<file path="src/hw/rtl/ppau_pkg.sv">
package ppau_pkg;

    localparam int CORDIC_STEPS = 16;
    localparam int ATAN_COUNT   = 24;
    localparam int N_CELLS      = (CORDIC_STEPS < ATAN_COUNT) ? CORDIC_STEPS : ATAN_COUNT;
    localparam int STEP_W       = $clog2(ATAN_COUNT);
    localparam int LATENCY      = N_CELLS + 5;

    localparam logic signed [31:0] CORDIC_GAIN_Q30 = 32'sh26DD3B6A;
    localparam logic signed [15:0] HEAD_LIMIT      = 16'sd16384;
    localparam logic signed [63:0] ROUND_HALF      = 64'sd536870912;

    localparam logic signed [31:0] ATAN_TURN [ATAN_COUNT] = '{
        32'sh20000000, 32'sh12E4051E, 32'sh09FB385B, 32'sh051111D4,
        32'sh028B0D43, 32'sh0145D7E1, 32'sh00A2F61E, 32'sh00517C55,
        32'sh0028BE53, 32'sh00145F2F, 32'sh000A2F98, 32'sh000517CC,
        32'sh00028BE6, 32'sh000145F3, 32'sh0000A2F9, 32'sh0000517D,
        32'sh000028BE, 32'sh0000145F, 32'sh00000A30, 32'sh00000518,
        32'sh0000028C, 32'sh00000146, 32'sh000000A3, 32'sh00000051
    };

    typedef logic [STEP_W-1:0] t_step;

    typedef struct packed {
        logic              opcode;
        logic signed [31:0] a_x;
        logic signed [31:0] a_y;
        logic signed [15:0] a_theta;
        logic signed [31:0] b_x;
        logic signed [31:0] b_y;
        logic signed [15:0] b_theta;
    } t_in_word;

    typedef struct packed {
        logic signed [31:0] out_x;
        logic signed [31:0] out_y;
        logic signed [15:0] out_theta;
    } t_out_word;

    typedef struct packed {
        logic              op;
        logic              flip;
        logic signed [31:0] p;
        logic signed [31:0] q;
        logic signed [31:0] ofs_x;
        logic signed [31:0] ofs_y;
        logic signed [15:0] theta;
    } t_side;

    typedef struct packed {
        logic              vld;
        logic signed [31:0] x;
        logic signed [31:0] y;
        logic signed [31:0] z;
        t_side             side;
    } t_stage;

endpackage

</file>
<file path="src/hw/rtl/ppau_prep.sv">
module ppau_prep
    import ppau_pkg::*;
(
    input  logic     i_clk,
    input  logic     i_rst_n,
    input  logic     i_take,
    input  t_in_word i_in,
    output t_stage   o_stage
);

    t_stage r_stage;
    t_stage n_stage;
    logic   flip;
    logic signed [15:0] head;

    always_comb begin
        flip = (i_in.a_theta > HEAD_LIMIT) || (i_in.a_theta < -HEAD_LIMIT);
        head = flip ? {~i_in.a_theta[15], i_in.a_theta[14:0]} : i_in.a_theta;

        n_stage           = '0;
        n_stage.vld       = i_take;
        n_stage.x         = CORDIC_GAIN_Q30;
        n_stage.y         = '0;
        n_stage.z         = {head, 16'h0000};
        n_stage.side.op   = i_in.opcode;
        n_stage.side.flip = flip;
        if (i_in.opcode) begin
            n_stage.side.p     = i_in.b_x;
            n_stage.side.q     = i_in.b_y;
            n_stage.side.ofs_x = i_in.a_x;
            n_stage.side.ofs_y = i_in.a_y;
            n_stage.side.theta = i_in.a_theta + i_in.b_theta;
        end else begin
            n_stage.side.p     = i_in.b_x - i_in.a_x;
            n_stage.side.q     = i_in.b_y - i_in.a_y;
            n_stage.side.ofs_x = '0;
            n_stage.side.ofs_y = '0;
            n_stage.side.theta = i_in.b_theta - i_in.a_theta;
        end
    end

    always_ff @(posedge i_clk) begin
        if (!i_rst_n) begin
            r_stage.vld <= 1'b0;
        end else begin
            r_stage <= n_stage;
        end
    end

    assign o_stage = r_stage;

endmodule

</file>
<file path="config.mk">
export PLATFORM = sky130hd
export DESIGN_NAME = ppau_prep
export DESIGN_NICKNAME = d
export VERILOG_FILES = /design/src/hw/rtl/ppau_pkg.sv /design/src/hw/rtl/ppau_prep.sv
export SDC_FILE = /design/constraint.sdc
export NUM_CORES = 1
export LEC_CHECK = 0
export BUFFER_PORTS_ARGS = -buffer_cell sky130_fd_sc_hd__buf_4
export CAP_MARGIN = 20
export CORE_ASPECT_RATIO = 1.4
export CORE_MARGIN = 2
export CORE_UTILIZATION = 45
export CTS_BUF_LIST = sky130_fd_sc_hd__clkbuf_16
export DETAILED_ROUTE_END_ITERATION = 10
export PLACE_DENSITY = 0.85
export SYNTH_ARGS = -nofsm -noshare
export SYNTH_HDL_FRONTEND = slang
export SYNTH_SLANG_ARGS = --single-unit
</file>
<file path="constraint.sdc">
create_clock -name i_clk -period 9.55 [get_ports i_clk]
set_input_delay 1.91 -clock i_clk [delete_from_list [all_inputs] [get_ports i_clk]]
set_output_delay 1.91 -clock i_clk [all_outputs]
set_load 0.005 [all_outputs]
</file>
---- Word-level counts from Yosys, hierarchy flattened ----
Index checks and enable logic that the tools add are counted.
Widths: inputs -> output; s select.
operators by class
  bitwise logic cells ..................... 1
  $add $sub $neg .......................... 4
  reduce and logical (&&, ||, !) cells .... 1
  magnitude comparators ................... 2
  muxes and demuxes ....................... 2
operator list
  kind                  count
  $mux 144              1
  $sub 32x32->32        2
  $add 16x16->16        1
  $gt 16x16->1 const B  1
  $lt 16x15->1 const B  1
  $mux 16               1
  $sub 16x16->16        1
  $logic_or 1x1->1      1
  $not 1->1             1
word-level totals
  output and inout port bits .............. 243
  input port bits ......................... 164
  logic and storage cells ................. 19
  register bits after elaboration ......... 163

---- Longest topological paths before layout ----
  depth in word-level cells ............... 3
  depth in mapped cells ................... 15
  mapped depth without buffers ............ 14

---- Least setup slack after synthesis ----
Ideal clock, no wire load.
  kind .................................... input port to flip-flop
  start ................................... in i_in[160] in the netlist's numbering
  end ..................................... reg r_stage (netlist bit o_stage[14]), data pin
  path buffers ............................ 2
  library setup time ...................... 0.258 ns
  data required time ...................... 9.292 ns
  path slack .............................. 4.554 ns
  arrival time ............................ 4.738 ns
  cell stages on the path ................. 13
  cell sequence ........................... clkbuf_1 -> buf_1 -> mux2_2 -> fa_1 -> a21o_1 -> a21oi_1 -> nor2b_1 -> o21a_1 -> o311a_1 -> nor3_1 -> o31ai_1 -> a21oi_1 -> xnor2_1
RTL lines
  element               line             text
  start, declared       ppau_prep.sv:7   input t_in_word i_in,
  end signal, assigned  ppau_prep.sv:46  r_stage <= n_stage;
  end, declared         ppau_prep.sv:11  t_stage r_stage;

==> qor.csv <==
stage,metric,value,unit
run_status,status,completed,
worst_hold_path,worst min path class,in2reg,
timing,Max Clk Rate,195.2,MHz
logic_synthesis,"top cells by area, synth","edfxtp_1, ha_1, buf_4",
routing,Starting DRT DRC Count,551,
clocking,setup repair bufs after CTS,0,
critical_path,Arrival @ worst endpoint,5.32,ns
routing,final WL,30.59,mm
timing,setup_tns,0,ns
placement,RePlAce Congestion,0.9534,
die,Starting Density,0.4565,
logic_synthesis,Synth area leader,edfxtp_1,
grt,GRT Total Usage,0.2366,
die,Die Y-Extent,188.2,microns
logic_synthesis,number of synthesized flops with an enable pin,162,
job,Max Cap Viol,0,
logic_synthesis,synth unique cells,64,
critical_path,Critical Path End Type,flip-flop,
logic_synthesis,Ys Warns,0,
routing,via count,9290,
routing,Routed wire per std cell,17.51,microns
timing,final worst slack,4.426,ns
routing,Via density,5.318,
clocking,clk root buf,clkbuf_16,
routing,DR pass1 iterations,7,
timing,Final Cycle Share,0.5365,
final_layout,max reg flops,163,
die,# IOs,407,
grt,vias in the first global route,9153,
clocking,number of clock sinks,163,
clocking,number of buffers created by CTS,17,
timing,Slew Limit Fails,0,
clocking,Max clock buf depth,2,
logic_synthesis,Synth top area share,0.4461,
final_layout,Layout Nets,1671,
logic_synthesis,synthesized instance count,1109,
timing,"Hold Vio Cnt, Final",0,
routing,# DRC,0,
power_and_ir_drop,worst vdd ir,0.0001175,V
placement,DP HPWL,23.75,mm
power_and_ir_drop,Leak Pwr,0.006436,uW
critical_path,kind of start point of the critical path,primary input,
critical_path,Crit Path Class,in2reg,
final_layout,"commonest cells after routing, fill and taps aside","buf_4, edfxtp_1, nor2_1",
logic_synthesis,predominant post-synthesis flop cell,edfxtp_1,
logic_synthesis,synthesized area per cell,9.834,sq um
final_layout,"commonest non-fill, non-tap cell in the layout",buf_4,
timing,minimum clock period,5.124,ns
final_layout,Final Cell Area,13900,sq um
placement,Place WS,4.005,ns
grt,total gr overflow,0,
clocking,CTS tree,done,
timing,Hold Slack,1.676,ns
power_and_ir_drop,Cell Pwr Density,155.8,nW/um^2
logic_synthesis,Yosys reg bits,163,
timing,RSZ-0062 raised after global routing,no,
die,Rows,67,
logic_synthesis,Synth async-reset ratio,0,
grt,global-route wire length before repair,46.89,mm
clocking,Resized Gates After CTS,0,
logic_synthesis,synthesized area,10910,sq um
die,die area,25510,sq um
timing,Finish-stage setup viols,0,
placement,Post-Place Cell Area,13340,sq um
critical_path,Crit Path Max Fanout,69,
timing,Slew @ Worst Pin,0.9684,ns
critical_path,Worst EP required,9.75,ns
logic_synthesis,part of the Yosys area used for sequential elements,0.4479,
routing,Routed Antenna Nets,0,
placement,number of port buffers,326,
clocking,clk slew on worst S/H paths,0.07,ns
clocking,Hold Buf Count CTS,0,
timing,Slew headroom,0.3544,
die,width of the die,135.6,microns
clocking,H-Tree Depth,4,
final_layout,share of cells above drive strength 1,0.2646,
grt,initial antenna violation count,2,
die,Floorplan Core Area,23890,sq um
final_layout,P&R area growth vs syn,27.46,%
grt,largest net degree at the start of global routing,106,
[cell type report]
type / count / area, sq um
Antenna cell: 1 / 2.502
Clock buffer: 17 / 425.4
Clock inverter: 15 / 135.1
Fill cell: 1979 / 9992
Inverter: 87 / 326.6
Multi-Input combinational cell: 825 / 5264
Sequential cell: 163 / 4885
Tap cell: 310 / 387.9
Timing Repair Buffer: 329 / 2474
[per-stage QoR]
stage	util	total power (uW)	instances
floorplan	-	1253	1187
global placement	0.5582	1485	1714
detailed placement	0.5582	1505	1714
CTS	0.5817	2171	1746
global route	0.5817	2265	1746
finish	0.5818	2165	1747
[worst max-delay path, cell delays in order]
cell and delay (ns):
buf_4 0.45, buf_4 0.66, nor2_1 0.14, xor2_1 0.18, ha_1 0.33, a21o_1 0.17, a21oi_1 0.23, nor2b_1 0.08
o21a_1 0.21, o311a_1 0.31, nor3_1 0.25, o31ai_1 0.12, a21oi_1 0.18, xnor2_1 0.08
[logic make-up after synthesis]
kind of cell | count (synthesis) | share of synthesized area
XOR/XNOR | 76 | 0.06104
AO/OA/AOI/OAI | 274 | 0.1625
flip-flops | 163 | 0.4479
adder cells (fa/ha/maj) | 84 | 0.09844
multiplexers | 13 | 0.01274
buffers and inverters | 199 | 0.09626
AND/OR/NAND/NOR | 298 | 0.1205
other | 2 | 0.0006886
[synthesized netlist by cell type, drive strengths merged, types with 3 or more instances]
cell type	n
nor2	124
o2111ai	3
xor2	32
o31ai	11
a21o	46
mux2	7
a211oi	8
o21ai	78
clkbuf	22
a221oi	3
and2	10
inv	87
nand2	90
nand2b	9
and3	7
edfxtp	162
nor4	4
a21oi	65
o21bai	10
xnor2	44
ha	81
fa	3
or3	3
nor3	11
o211a	3
mux2i	6
nor2b	8
o211ai	14
buf	90
nand3	17
o21a	11
nand4	8
a31oi	5
[routing by layer]
metal / global-route usage / share of wire / vias to the layer above
li1: - / - / 4393
met1: 0.2474 / 0.34 / 4340
met2: 0.4396 / 0.54 / 463
met3: 0.04816 / 0.075 / 92
met4: 0.1218 / 0.045 / 2
met5: 0 / 0.00026 / -
[worst paths after layout]
path                  start            to  cells after the start
setup / recovery  i_in[160]   o_stage[14]                     14
hold / removal     i_in[85]  o_stage[167]                      1
[where the power goes]
group          switching (uW)  internal, uW
Combinational             306           284
Clock                     306           360
Sequential               23.8           885
Total                     636          1530
Note: power is estimated with default switching activity, not from simulation.
