<file path="config.mk">
export PLATFORM = sky130hd
export DESIGN_NAME = ppau_cordic_cell
export DESIGN_NICKNAME = d
export VERILOG_FILES = /design/src/hw/rtl/ppau_pkg.sv /design/src/hw/rtl/ppau_cordic_cell.sv
export SDC_FILE = /design/constraint.sdc
export NUM_CORES = 1
export LEC_CHECK = 0
export ABC_AREA = 1
export BUFFER_PORTS_ARGS = -buffer_cell sky130_fd_sc_hd__buf_2
export CAP_MARGIN = 15
export CORE_MARGIN = 4
export CORE_UTILIZATION = 45
export CTS_BUF_LIST = sky130_fd_sc_hd__clkbuf_4
export DETAILED_ROUTE_END_ITERATION = 6
export PLACE_DENSITY = 0.75
export SYNTH_ARGS = -nofsm -noshare
export SYNTH_HDL_FRONTEND = slang
export SYNTH_SLANG_ARGS = --single-unit
</file>
<file path="constraint.sdc">
create_clock -name i_clk -period 6.16 [get_ports i_clk]
set_clock_uncertainty 0.2 [all_clocks]
set_input_delay 0.616 -clock i_clk [delete_from_list [all_inputs] [get_ports i_clk]]
set_output_delay 0.616 -clock i_clk [all_outputs]
set_load 0.05 [all_outputs]
</file>
<file path="src/hw/rtl/ppau_pkg.sv">
package ppau_pkg;

    localparam int CORDIC_STEPS = 16;
    localparam int ATAN_COUNT   = 24;
    localparam int N_CELLS      = (CORDIC_STEPS < ATAN_COUNT) ? CORDIC_STEPS : ATAN_COUNT;
    localparam int STEP_W       = $clog2(ATAN_COUNT);
    localparam int LATENCY      = N_CELLS + 5;

    localparam logic signed [31:0] CORDIC_GAIN_Q30 = 32'sh26DD3B6A;
    localparam logic signed [15:0] HEAD_LIMIT      = 16'sd16384;
    localparam logic signed [63:0] ROUND_HALF      = 64'sd536870912;

    localparam logic signed [31:0] ATAN_TURN [ATAN_COUNT] = '{
        32'sh20000000, 32'sh12E4051E, 32'sh09FB385B, 32'sh051111D4,
        32'sh028B0D43, 32'sh0145D7E1, 32'sh00A2F61E, 32'sh00517C55,
        32'sh0028BE53, 32'sh00145F2F, 32'sh000A2F98, 32'sh000517CC,
        32'sh00028BE6, 32'sh000145F3, 32'sh0000A2F9, 32'sh0000517D,
        32'sh000028BE, 32'sh0000145F, 32'sh00000A30, 32'sh00000518,
        32'sh0000028C, 32'sh00000146, 32'sh000000A3, 32'sh00000051
    };

    typedef logic [STEP_W-1:0] t_step;

    typedef struct packed {
        logic              opcode;
        logic signed [31:0] a_x;
        logic signed [31:0] a_y;
        logic signed [15:0] a_theta;
        logic signed [31:0] b_x;
        logic signed [31:0] b_y;
        logic signed [15:0] b_theta;
    } t_in_word;

    typedef struct packed {
        logic signed [31:0] out_x;
        logic signed [31:0] out_y;
        logic signed [15:0] out_theta;
    } t_out_word;

    typedef struct packed {
        logic              op;
        logic              flip;
        logic signed [31:0] p;
        logic signed [31:0] q;
        logic signed [31:0] ofs_x;
        logic signed [31:0] ofs_y;
        logic signed [15:0] theta;
    } t_side;

    typedef struct packed {
        logic              vld;
        logic signed [31:0] x;
        logic signed [31:0] y;
        logic signed [31:0] z;
        t_side             side;
    } t_stage;

endpackage

</file>
<file path="src/hw/rtl/ppau_cordic_cell.sv">
module ppau_cordic_cell
    import ppau_pkg::*;
(
    input  logic   i_clk,
    input  logic   i_rst_n,
    input  t_step  i_step,
    input  t_stage i_stage,
    output t_stage o_stage
);

    t_stage r_stage;
    t_stage n_stage;
    logic signed [31:0] dx;
    logic signed [31:0] dy;

    always_comb begin
        dx      = i_stage.y >>> i_step;
        dy      = i_stage.x >>> i_step;
        n_stage = i_stage;
        if (!i_stage.z[31]) begin
            n_stage.x = i_stage.x - dx;
            n_stage.y = i_stage.y + dy;
            n_stage.z = i_stage.z - ATAN_TURN[i_step];
        end else begin
            n_stage.x = i_stage.x + dx;
            n_stage.y = i_stage.y - dy;
            n_stage.z = i_stage.z + ATAN_TURN[i_step];
        end
    end

    always_ff @(posedge i_clk) begin
        if (!i_rst_n) begin
            r_stage.vld <= 1'b0;
        end else begin
            r_stage <= n_stage;
        end
    end

    assign o_stage = r_stage;

endmodule

</file>
# ---- After elaboration in Yosys (flattened, before gate mapping)
# Memory sizes are Yosys's and may differ from the RTL's.
# Index checks and enable logic that the tools add are counted.
dict set report totals {
  register_bits 243
  output_inout_bits 243
  elab_cells 25
  memories 1
  mem_bits_ro 1024
  input_bits 250
}
# name words word_bits rd rd_clocked_by_memory_dff write_ports line
set memory_table {}
lappend memory_table {{(no name shown)} 32 32 1 0 0 ppau_cordic_cell.sv:27} ;# n_stage.z = i_stage.z + ATAN_TURN[i_step];
dict set report classes {
  mux 3
  order_cmp 1
  shifts 2
  bitwise 1
  add_sub_neg 6
}
# op n
set op_table {}
lappend op_table {{32-bit adder} 3}
lappend op_table {{96-bit two-way mux} 1}
lappend op_table {{32-bit subtractor} 3}
lappend op_table {{32-bit two-way mux} 2}
lappend op_table {{32-bit by 5-bit >>> shifter with 32-bit output} 2}
lappend op_table {{6-bit >= comparator (second input constant)} 1}
lappend op_table {{5-bit inverter with 6-bit output} 1}

# ---- Depth between registers and ports, before layout
dict set report logic_depth {
  ltp_word 6
  depth_mapped 37
  depth_no_buf 35
}

# ---- Worst setup path before layout
# No wires, ideal clock.
dict set report synth_timing {
  path_type {input port to flip-flop}
  start {input port i_step[0]}
  end {register r_stage (netlist bit o_stage[175]), data pin}
  required_time_ns 5.700
  setup_ns 0.260
  setup_slack_ns 1.514
  cell_stages 26
  t_arrival_ns 4.186
  path_buffers 3
  path_cell_list {buf_6 inv_4 buf_8 buf_6 ha_1 nor2_1 nor2_1 nand2_1 a32o_1 ha_1 nand3_2 nor2_2 nand3_2 nor2_2 nand2_2 o21ai_4 xnor2_1 ha_1 nand2_1 nor4_1 nand2_1 o211ai_1 nand2_1 nand3_1 a31oi_1 xnor2_1}
}
# item line
set synth_rtl {}
lappend synth_rtl {{start: declaration} ppau_cordic_cell.sv:6} ;# input t_step i_step,
lappend synth_rtl {{end signal: assignment} ppau_cordic_cell.sv:35} ;# r_stage <= n_stage;
lappend synth_rtl {{end: declaration} ppau_cordic_cell.sv:11} ;# t_stage r_stage;

==> summary by stage <==
Timing
The worst slew margin relative to its limit is 33.5%. The number of failing hold endpoints at the final stage came to 0. The slew at the pin closest to its max-slew limit is 997 ps. The final max-slew violation count is 0.

The worst hold slack after final layout is 109 ps. The final critical path takes up 77.8% of the cycle. The final setup TNS is 0 ps. Setup violations remaining at the end of the flow were counted as 0. Setup repair after global routing left no endpoint under its margin. The shortest period the worst path allows is 4790 ps. The highest achievable clock rate is 209 MHz.

Floorplan
The horizontal extent of the die is 215 um. The floorplan has 75 rows. The floorplan step defined a die boundary enclosing 0.0464 mm^2.

For this design the top-level I/O count stands at 493. For this configuration, the core starts out at a cell density of 45.8%. The area inside the core boundary is 0.0422 mm^2. The die is 215 um tall.

Outcome
The run finished with clean final reports.

Layout
The summed area of non-filler cells in the final layout is 0.0247 mm^2. The fill cell instance count of the final layout is 3,862. The fraction of layout cells with a size suffix above 1 is 22.9%.

The net total in the final layout is 3,553. The post-synthesis to final-layout area growth is 27.5%. The number of flip-flops under the largest register name is 243. The number of cells in the finished layout apart from fillers is 3,784.

Clock network
Clock tree synthesis found a total of 243 sinks. TritonCTS built the clock tree. The H-tree generated during clock tree synthesis spans 3 levels.

Clock-pin slew was measured on the worst setup and hold paths at 60 ps. Counting along the longest clock path gives a buffer depth of 3. The clock buffer count from CTS is 68. In this run the post-CTS setup repair buffer count came out at 0. The cell at the root of the clock tree is sky130_fd_sc_hd__clkbuf_4.

Critical path
The setup path with the least slack is of type in -> reg. In this run the worst path has a maximum fanout of 59. The worst setup path is captured at a flip-flop.

For the worst setup path, the data required time is 6440 ps. Data on the critical path arrives at its endpoint at 5070 ps. The startpoint kind of the worst setup timing path is an input pin.

Synthesis
In the synthesized netlist, the number of instances is 2,528. The mapped netlist covers 0.0193 mm^2. After synthesis, the share of flip-flops with an asynchronous set or reset is 0%. The average instance area after synthesis is 7.65 um^2. The warning count from the yosys run is 0. The number of synthesized register bits is 243. The count of unique library cells instantiated by Yosys is 61. The synthesized design contains 242 enable-type register cells. The proportion of synthesized chip area in sequential cells is 37.7%. The number of nets in the synthesized netlist is 2,898.

After synthesis, the cell types taking the most area are sky130_fd_sc_hd__edfxtp_1 (38%), sky130_fd_sc_hd__nand2_1 (15%), sky130_fd_sc_hd__nand3_1 (8.6%). The top cell type by area accounts for 37.6% of the synthesized area. The cell taking the most area after synthesis is sky130_fd_sc_hd__edfxtp_1. Among all flip-flop cells after synthesis, the most frequent one is sky130_fd_sc_hd__edfxtp_1.

Route
The routed length on met2 is 35,800 um. The routed wirelength normalized by instance count is 20.3 um. For this block, the initial DRC count from the detailed router was 1,923. The detail route stage leaves a number of antenna-violating nets equal to 0.

The met3 wire length is 5620 um. The highest routing layer actually used is met5. The routed design has 77,000 um of wire. The first TritonRoute pass finished after 6 iterations. For this block, wires on met1 add up to 32,000 um. The routed layout has 20,558 vias. After detailed routing, the number of vias per cell comes to 5.43. In the routed design, unresolved DRC markers number 0.

Placement
Once placement completed, the tool counted placed cells totaling 3,501. The count of port buffers added during placement is 492. At the end of routability-driven placement, the weighted congestion stood at 0.977. The wire-length estimate of the detail-placed layout is 58,600 um. The post-placement cell area is 0.0223 mm^2.

Power and ir drop
The portion of total power attributed to the clock network is 21.7%. The power density relative to cell area is 283 mW/mm^2. IR analysis of the VDD net gives a maximum drop of 0.183 mV. The part of the total power dissipated in sequential elements is 32.2%.

The cell leakage power is 0.0121 uW. The cell internal power dissipation is 3820 uW. The total power consumption of the routed design is 6980 uW.

Combinational cells account for 46.1% of the total power. Net switching is 45.3% of the power. The power spent charging and discharging nets is 3160 uW.

GRT
Entering global routing, the biggest net connects 132 pins. The overall overflow remaining after global route is 0. The overall fraction of global-route tracks in use is 32.1%. The number of antenna violations at the first check in global routing is 12. The first-pass GRT wire length is 117,000 um. The number of global-route vias before repair is 20,261.

Hold path
The min-delay analysis places its worst path in the category in -> reg.

Flow run
The tool flagged a number of max-cap violations equal to 0.
## path summary, 6_finish.rpt
kind                    startpoint                endpoint  slack, ps  depth (start not counted)
worst max-delay path     i_step[0]  o_stage[177]$_DFFE_PP_       1370                         25
worst min-delay path  i_stage[179]  o_stage[179]$_DFFE_PP_        110                          2
## cells in the final DEF (no fill, tap or decap), drive strengths merged, types with 95 or more instances in the layout
cell,Yosys,final
nand2,812,812
buf,60,514
nand3,350,350
edfxtp,242,242
inv,238,241
nor2,185,185
dlygate4sd3,0,151
a21oi,123,123
ha,117,117
xor2,111,111
o21ai,95,95
## power groups by stage
stage | sequential [uW] | combinational, uW | clock, uW
6_report | 2250 | 3220 | 1520
5_1_grt | 2270 | 3450 | 1660
4_1_cts | 2240 | 3190 | 1530
3_5_place_dp | 2270 | 3090 | 0
3_3_place_gp | 2270 | 3080 | 0
2_1_floorplan | 3180 | 1340 | 0
## cells in the mapped netlist (all sizes together), types with 2 or more instances
library cell	count
nand2	812
nand3	350
edfxtp	242
inv	238
nor2	185
a21oi	123
ha	117
xor2	111
o21ai	95
buf	60
xnor2	43
nor3	24
clkbuf	20
a31oi	14
o211ai	11
o21a	10
nor4	9
nand4	8
a21o	7
nand3b	7
o21bai	5
o22ai	5
a21boi	4
nor3b	4
clkinv	3
fa	3
a211oi	2
a221oi	2
## cells by family (layout without fill, tap and decap cells)
logic type / count (synthesis) / in the layout / synth area share (%)
buffers and inverters: 321 / 1025 / 7.11
adder cells (fa/ha/maj): 120 / 120 / 7.88
AO/OA/AOI/OAI: 287 / 287 / 8.42
AND/OR/NAND/NOR: 1402 / 1402 / 31.9
other: 0 / 13 / 0
XOR/XNOR: 154 / 154 / 6.97
multiplexers: 1 / 1 / 0.0517
flip-flops: 243 / 243 / 37.7
## what timing repair did
action | CTS | global route
hold buffers | 151 | 0
hold endpoints to repair | 151 | 0
gates resized for setup | 0 | 0
## routing by layer
metal | vias to the layer above | track usage, %
li1 | 9822 | -
met1 | 9542 | 41.4
met2 | 998 | 52.6
met3 | 194 | 6.02
met4 | 2 | 14.6
met5 | - | 0
## critical path: stages
cell and delay, ps:
sky130_fd_sc_hd__buf_2 140, sky130_fd_sc_hd__inv_4 140, sky130_fd_sc_hd__buf_12 280, sky130_fd_sc_hd__ha_1 250
sky130_fd_sc_hd__nand2_1 80, sky130_fd_sc_hd__inv_1 150, sky130_fd_sc_hd__o21ai_1 70, sky130_fd_sc_hd__and3_1 240
sky130_fd_sc_hd__inv_2 90, sky130_fd_sc_hd__ha_1 190, sky130_fd_sc_hd__nand3_2 110, sky130_fd_sc_hd__nor2_2 210
sky130_fd_sc_hd__nand3_2 150, sky130_fd_sc_hd__nor2_2 140, sky130_fd_sc_hd__nand2_2 100, sky130_fd_sc_hd__o21ai_4 220
sky130_fd_sc_hd__xnor2_1 140, sky130_fd_sc_hd__ha_1 370, sky130_fd_sc_hd__nand2_1 140, sky130_fd_sc_hd__nor4_1 440
sky130_fd_sc_hd__nand3_1 190, sky130_fd_sc_hd__nand3_1 190, sky130_fd_sc_hd__nand3_1 90, sky130_fd_sc_hd__o211ai_1 140
sky130_fd_sc_hd__a41oi_1 200
## metrics by stage
stage	worst slack, ps	utilization [%]
after global routing	1080	58.4
after global placement	633	52.7
final	1370	58.4
after detailed placement	673	52.7
after floorplan	1510	-
after CTS	1530	58.3
## area by class of cell
class / count / area, um^2 / share of cell area (%)
clock inverters: 31 / 188 / 0.761
clock buffers: 88 / 661 / 2.68
flip-flops and latches: 243 / 7290 / 29.6
multi-input cells: 1964 / 10700 / 43.3
repair buffers: 665 / 4220 / 17.1
inverters: 241 / 907 / 3.68
well taps: 539 / 674 / 2.74
diodes: 13 / 32.5 / 0.132
Power figures use the tool's default switching activity.
